### config.mk
export PLATFORM = sky130hd
export DESIGN_NAME = wfbd_div
export DESIGN_NICKNAME = d
export VERILOG_FILES = /design/src/hdl/wfbd_pkg.sv /design/src/hdl/wfbd_div.sv
export SDC_FILE = /design/constraint.sdc
export NUM_CORES = 1
export LEC_CHECK = 0
export ABC_AREA = 1
export BUFFER_PORTS_ARGS = -buffer_cell sky130_fd_sc_hd__buf_2
export CORE_ASPECT_RATIO = 0.9
export CORE_MARGIN = 1.5
export CORE_UTILIZATION = 40
export CTS_CLUSTER_SIZE = 25
export DETAILED_ROUTE_END_ITERATION = 16
export MAX_ROUTING_LAYER = met4
export PLACE_DENSITY = 0.7
export SYNTH_ARGS = -nofsm -noshare
export SYNTH_HDL_FRONTEND = slang
export SYNTH_SLANG_ARGS = --single-unit
### constraint.sdc
create_clock -name clk -period 2.9 [get_ports clk]
set_clock_uncertainty 0.05 [all_clocks]
set_input_delay 0.29 -clock clk [delete_from_list [all_inputs] [get_ports clk]]
set_output_delay 0.29 -clock clk [all_outputs]
set_load 0.02 [all_outputs]
### src/hdl/wfbd_pkg.sv
// Shared widths, register codes and word types of the frame blend decimator.
package wfbd_pkg;

  localparam int SAMPLE_W    = 8;
  localparam int CFG_W       = 8;
  localparam int SUM_W       = 17;
  localparam int FRAME_BYTES = 65536;
  localparam int ADDR_W      = $clog2(FRAME_BYTES);
  localparam int DIVISOR_W   = 9;
  localparam int QUO_W       = 8;
  localparam int DIV_STAGES  = 4;
  localparam int STEP_BITS   = QUO_W / DIV_STAGES;
  localparam int APB_ADDR_W  = 3;
  localparam int APB_DATA_W  = 32;

  // Register index, taken from address bit 2
  localparam logic REG_LAPSE  = 1'b0;
  localparam logic REG_WEIGHT = 1'b1;

  localparam logic [CFG_W-1:0] LAPSE_RESET  = 8'd2;
  localparam logic [CFG_W-1:0] WEIGHT_RESET = 8'd1;
  localparam logic [CFG_W-1:0] MIN_GROUP    = 8'd2;

  typedef struct packed {
    logic [SAMPLE_W-1:0] sample;
    logic                frame_end;
  } in_word_t;

  typedef struct packed {
    logic [SAMPLE_W-1:0] blended;
    logic                out_frame_end;
  } out_word_t;

  typedef struct packed {
    logic [CFG_W-1:0] lapse_factor;
    logic [CFG_W-1:0] primary_weight;
  } cfg_t;

  // Weighted sum handed from the accumulator to the divider
  typedef struct packed {
    logic [SUM_W-1:0]     total;
    logic [DIVISOR_W-1:0] divisor;
    logic                 frame_end;
  } blend_job_t;

endpackage

### src/hdl/wfbd_div.sv
// Pipelined restoring divider with saturation, two quotient bits per stage.
module wfbd_div import wfbd_pkg::*; (
  input  logic       clk,
  input  logic       rst,
  input  logic       job_valid,
  output logic       job_ready,
  input  blend_job_t job,
  output logic       blend_valid,
  input  logic       blend_ready,
  output out_word_t  blend
);

  typedef struct packed {
    logic [DIVISOR_W-1:0] rem;
    logic [QUO_W-1:0]     low;
    logic [QUO_W-1:0]     quo;
    logic [DIVISOR_W-1:0] divisor;
    logic                 sat;
    logic                 frame_end;
  } dstage_t;

  dstage_t         st [DIV_STAGES+1];
  logic [DIV_STAGES:0] v;
  logic [DIV_STAGES:0] rdy;

  // Split the sum; a high part not below the divisor means quotient over 255
  function automatic dstage_t div_load(blend_job_t j);
    dstage_t r;
    r.rem       = j.total[SUM_W-1:QUO_W];
    r.low       = j.total[QUO_W-1:0];
    r.quo       = '0;
    r.divisor   = j.divisor;
    r.sat       = (j.total[SUM_W-1:QUO_W] >= j.divisor);
    r.frame_end = j.frame_end;
    return r;
  endfunction

  // Shift in the next dividend bits and subtract where the divisor fits
  function automatic dstage_t div_step(dstage_t s);
    dstage_t           r;
    logic [DIVISOR_W:0] t;
    r = s;
    for (int i = 0; i < STEP_BITS; i++) begin
      t     = {r.rem, r.low[QUO_W-1]};
      r.low = {r.low[QUO_W-2:0], 1'b0};
      if (t >= {1'b0, r.divisor}) begin
        r.rem = DIVISOR_W'(t - {1'b0, r.divisor});
        r.quo = {r.quo[QUO_W-2:0], 1'b1};
      end else begin
        r.rem = t[DIVISOR_W-1:0];
        r.quo = {r.quo[QUO_W-2:0], 1'b0};
      end
    end
    return r;
  endfunction

  // A stage takes a word when it is empty or its word moves on
  always_comb begin
    rdy[DIV_STAGES] = !v[DIV_STAGES] || blend_ready;
    for (int k = DIV_STAGES - 1; k >= 0; k--) begin
      rdy[k] = !v[k] || rdy[k+1];
    end
  end

  assign job_ready = rdy[0];

  // Entry stage
  always_ff @(posedge clk) begin
    if (rst) begin
      v[0] <= 1'b0;
    end else if (rdy[0]) begin
      v[0] <= job_valid;
    end
  end

  always_ff @(posedge clk) begin
    if (rdy[0] && job_valid) begin
      st[0] <= div_load(job);
    end
  end

  // Quotient stages
  for (genvar k = 1; k <= DIV_STAGES; k++) begin : g_stage
    always_ff @(posedge clk) begin
      if (rst) begin
        v[k] <= 1'b0;
      end else if (rdy[k]) begin
        v[k] <= v[k-1];
      end
    end

    always_ff @(posedge clk) begin
      if (rdy[k] && v[k-1]) begin
        st[k] <= div_step(st[k-1]);
      end
    end
  end

  // Last stage doubles as the output register
  assign blend_valid         = v[DIV_STAGES];
  assign blend.blended       = st[DIV_STAGES].sat ? '1 : st[DIV_STAGES].quo;
  assign blend.out_frame_end = st[DIV_STAGES].frame_end;

endmodule

==> summary.md <==
| Metric | Value |
|---|---|
| Fmax | 301.6 MHz |
| Status | complete, but fails checks |
| Starting Density | 40.81% |
| Crit path buf inv count | 4 |
| Synth top area share | 43.09% |
| Root Buffer Master | clkbuf_16 |
| Final worst-path cycle share | 114.3% |
| Hold Slack | 0.01349 ns |
| Die width | 156.7 um |
| Mean area per synthesized cell | 8.865 um2 |
| Gpl congestion | 0.9286 |
| CP top delay family | adder cells |
| RSZ-0062 raised after global routing | yes |
| Final design utilization | 63.12% |
| Share of layout cells above drive strength 1 | 45.34% |
| Synth area leader | edfxtp_1 |
| Final setup margin | -0.4156 ns |
| Slew margin rel. | 27.53% |
| #FFs+latches synth | 127 |
| DRT iter0 DRCs | 415 |
| CP peak stage delay | 0.44 ns |
| DR pass1 iterations | 8 |
| Chip height | 141.3 um |
| Slowest stage cell, crit path | edfxtp_1 |
| Top FF cell, synth | edfxtp_1 |
| Count of non-filler cells in the finished layout | 1605 |
| Worst Setup End Kind | flop |
| Dpl cells | 1480 |
| Top post-synthesis cells by area | edfxtp_1, nand2_1, ha_1 |
| Syn Std Cell Area | 0.008502 mm2 |
| Kind of critical path | reg2reg |
| Initial antenna violation count | 0 |
| Switching pwr | 3.775 mW |
| # diodes | 0 |
| GRT overflow | 0 |
| Fraction of registers with async set/reset | 0% |
| GRT Util Overall | 22.63% |
| Vias per cell | 4.949 |
| Yosys cell types | 36 |
| Final worst path period need | 3.316 ns |
| Largest net degree at the start of global routing | 29 |
| CORE AREA | 0.02083 mm2 |
| Post-synth EDFFs | 122 |
| Pleak | 6.154 nW |
| Int Power | 6.610 mW |
| H-tree depth | 4 |
| Reg clk slew, reported paths | 0.06 ns |
| Inserted Clock Buffers | 17 |
| CTS tree | built |
| Sequential fraction of the synthesis area | 44.27% |
| WP data arrival | 3.44 ns |
| Max-cap violation count | 0 |
| Post-synth net total | 1078 |
| Most instantiated library cell after synthesis | nand2_1 |
| Violated checks | setup timing |
| Pre-CTS setup slack | -0.3133 ns |
| Switching share of power | 36.35% |
| Multi-input gate area | 0.005359 mm2 |
| Share of power burned in registers | 23.3% |
| Syn. warnings | 0 |
| CTS max path bufs | 2 |
| Site Rows | 50 |
| Combinational group share of total power | 53.2% |
| Routed Antenna Nets | 0 |
| PortBufs | 41 |
| Final Hold Fails | 0 |
| Vias | 7943 |
| Crit Path Max Fanout | 5 |
| Post-DP HPWL | 16330 um |
| Crit path cell chain | inv_2 -> ha_4 -> inv_2 -> fa_2 -> nand2_2 -> nand3_4 -> nand2_8 -> buf_6 -> nand3_1 -> nand2_2 -> ha_4 -> a21oi_1 -> o21ai_0 -> buf_4 -> xor2_1 -> nand2_1 -> nand2_1 |
| Fillers | 1544 |
| Clock Power Share | 23.4% |
| Max VDD drop | 0.5055 mV |
| Synth Instances | 959 |
| Total routed wirelength | 24700 um |
| Most instantiated cells after synthesis | nand2_1, inv_1, edfxtp_1 |
| Area occupied by registers | 0.003764 mm2 |
| # IOs | 42 |
| CP Data Required Time | 3.03 ns |
| First-pass GRT wire length | 37640 um |
| Total power | 10.39 mW |
| Worst-skew pair later-pin latency | 0.42 ns |
| Cell Pwr Density | 789.8 mW/mm2 |
| Hold Crit Class | in2reg |
| Pins Over Slew Limit | 0 |
| Fin nets | 1425 |
| Critical Path Source Type | flop |
| Syn-to-layout area delta | 54.67% |
| Slew @ Worst Pin | 1.086 ns |
| Vias in the first global route | 7930 |
| Final setup viols | 31 |
| DR WL/cell | 15.39 um |
| Die Area | 0.02214 mm2 |
| DRC Markers | 0 |
| Clock Sinks | 127 |
[power groups by stage]
| stage | logic (mW) | registers (mW) | clock network, mW |
|---|---|---|---|
| CTS | 4.92 | 2.41 | 2.45 |
| finish | 5.53 | 2.42 | 2.43 |
| global route | 6.00 | 2.43 | 2.55 |
| floorplan | 2.68 | 2.40 | 0 |
| global placement | 4.13 | 2.44 | 0 |
| detailed placement | 4.23 | 2.44 | 0 |
[metrics by stage]
stage | setup TNS [ns] | instance area, um2
after floorplan | 0 | 8851
after global placement | -6.032 | 10890
after detailed placement | -7.586 | 10890
after CTS | -5.845 | 12560
after global routing | -12.54 | 13150
final | -8.228 | 13150
[logic make-up (layout without fill, tap and decap cells)]
| logic type | after synthesis | after routing | share of synthesized area (%) |
|---|---|---|---|
| flip-flops | 127 | 127 | 44.27 |
| AND/OR/NAND/NOR | 486 | 495 | 26.95 |
| AO/OA/AOI/OAI | 76 | 76 | 5.519 |
| adder cells (fa/ha/maj) | 88 | 88 | 13.57 |
| XOR/XNOR | 26 | 26 | 2.678 |
| buffers and inverters | 156 | 507 | 7.020 |
[state kept, by name, summed over array words and instances (netlist names)]
signal	count
st	122
v	4
blend_valid	1
[per-layer routing]
layer  global-route usage [%]  wire, um
met4                    10.28       935
met2                    39.44     12740
met1                    25.13      9912
met3                    4.337      1117
met5                        -         0
[layout make-up]
| cell class | count | share of cell area, % |
|---|---|---|
| Clock buffer | 20 | 3.321 |
| Clock inverter | 12 | 1.770 |
| Inverter | 154 | 4.396 |
| Multi-Input combinational cell | 685 | 40.75 |
| Sequential cell | 127 | 28.62 |
| Tap cell | 286 | 2.721 |
| Timing Repair Buffer | 321 | 18.42 |
[what timing repair did]
action / 4_1_cts / 5_1_grt
gates resized for setup: 101 / 86
hold buffers: 14 / 0
setup endpoints to repair: 31 / 31
buffers inserted: 46 / 24
pin swaps: 63 / 51
gates cloned: 7 / 2
endpoints found under the hold margin: 14 / 0
[cell usage in the layout, fill, tap and decap left out, drive strengths merged, types with 20 or more instances in the layout]
cell    instances
a21oi          42
nand3          89
inv           156
nand2         304
clkbuf         20
edfxtp        122
xor2           21
nor2           63
ha             81
buf           307
[path summary, 6_finish.rpt]
check | endpoint | cells after the start | slack [ns] | start
setup / recovery | st[0][66] | 17 | -0.42 | st[0][26]
hold / removal | st[0][28] | 1 | 0.01 | job[19]
setup reg to reg | st[0][66] | 17 | -0.42 | st[0][26]
hold reg to reg | st[0][162] | 0 | 0.36 | st[0][124]
Note: power is estimated with default switching activity, not from simulation.
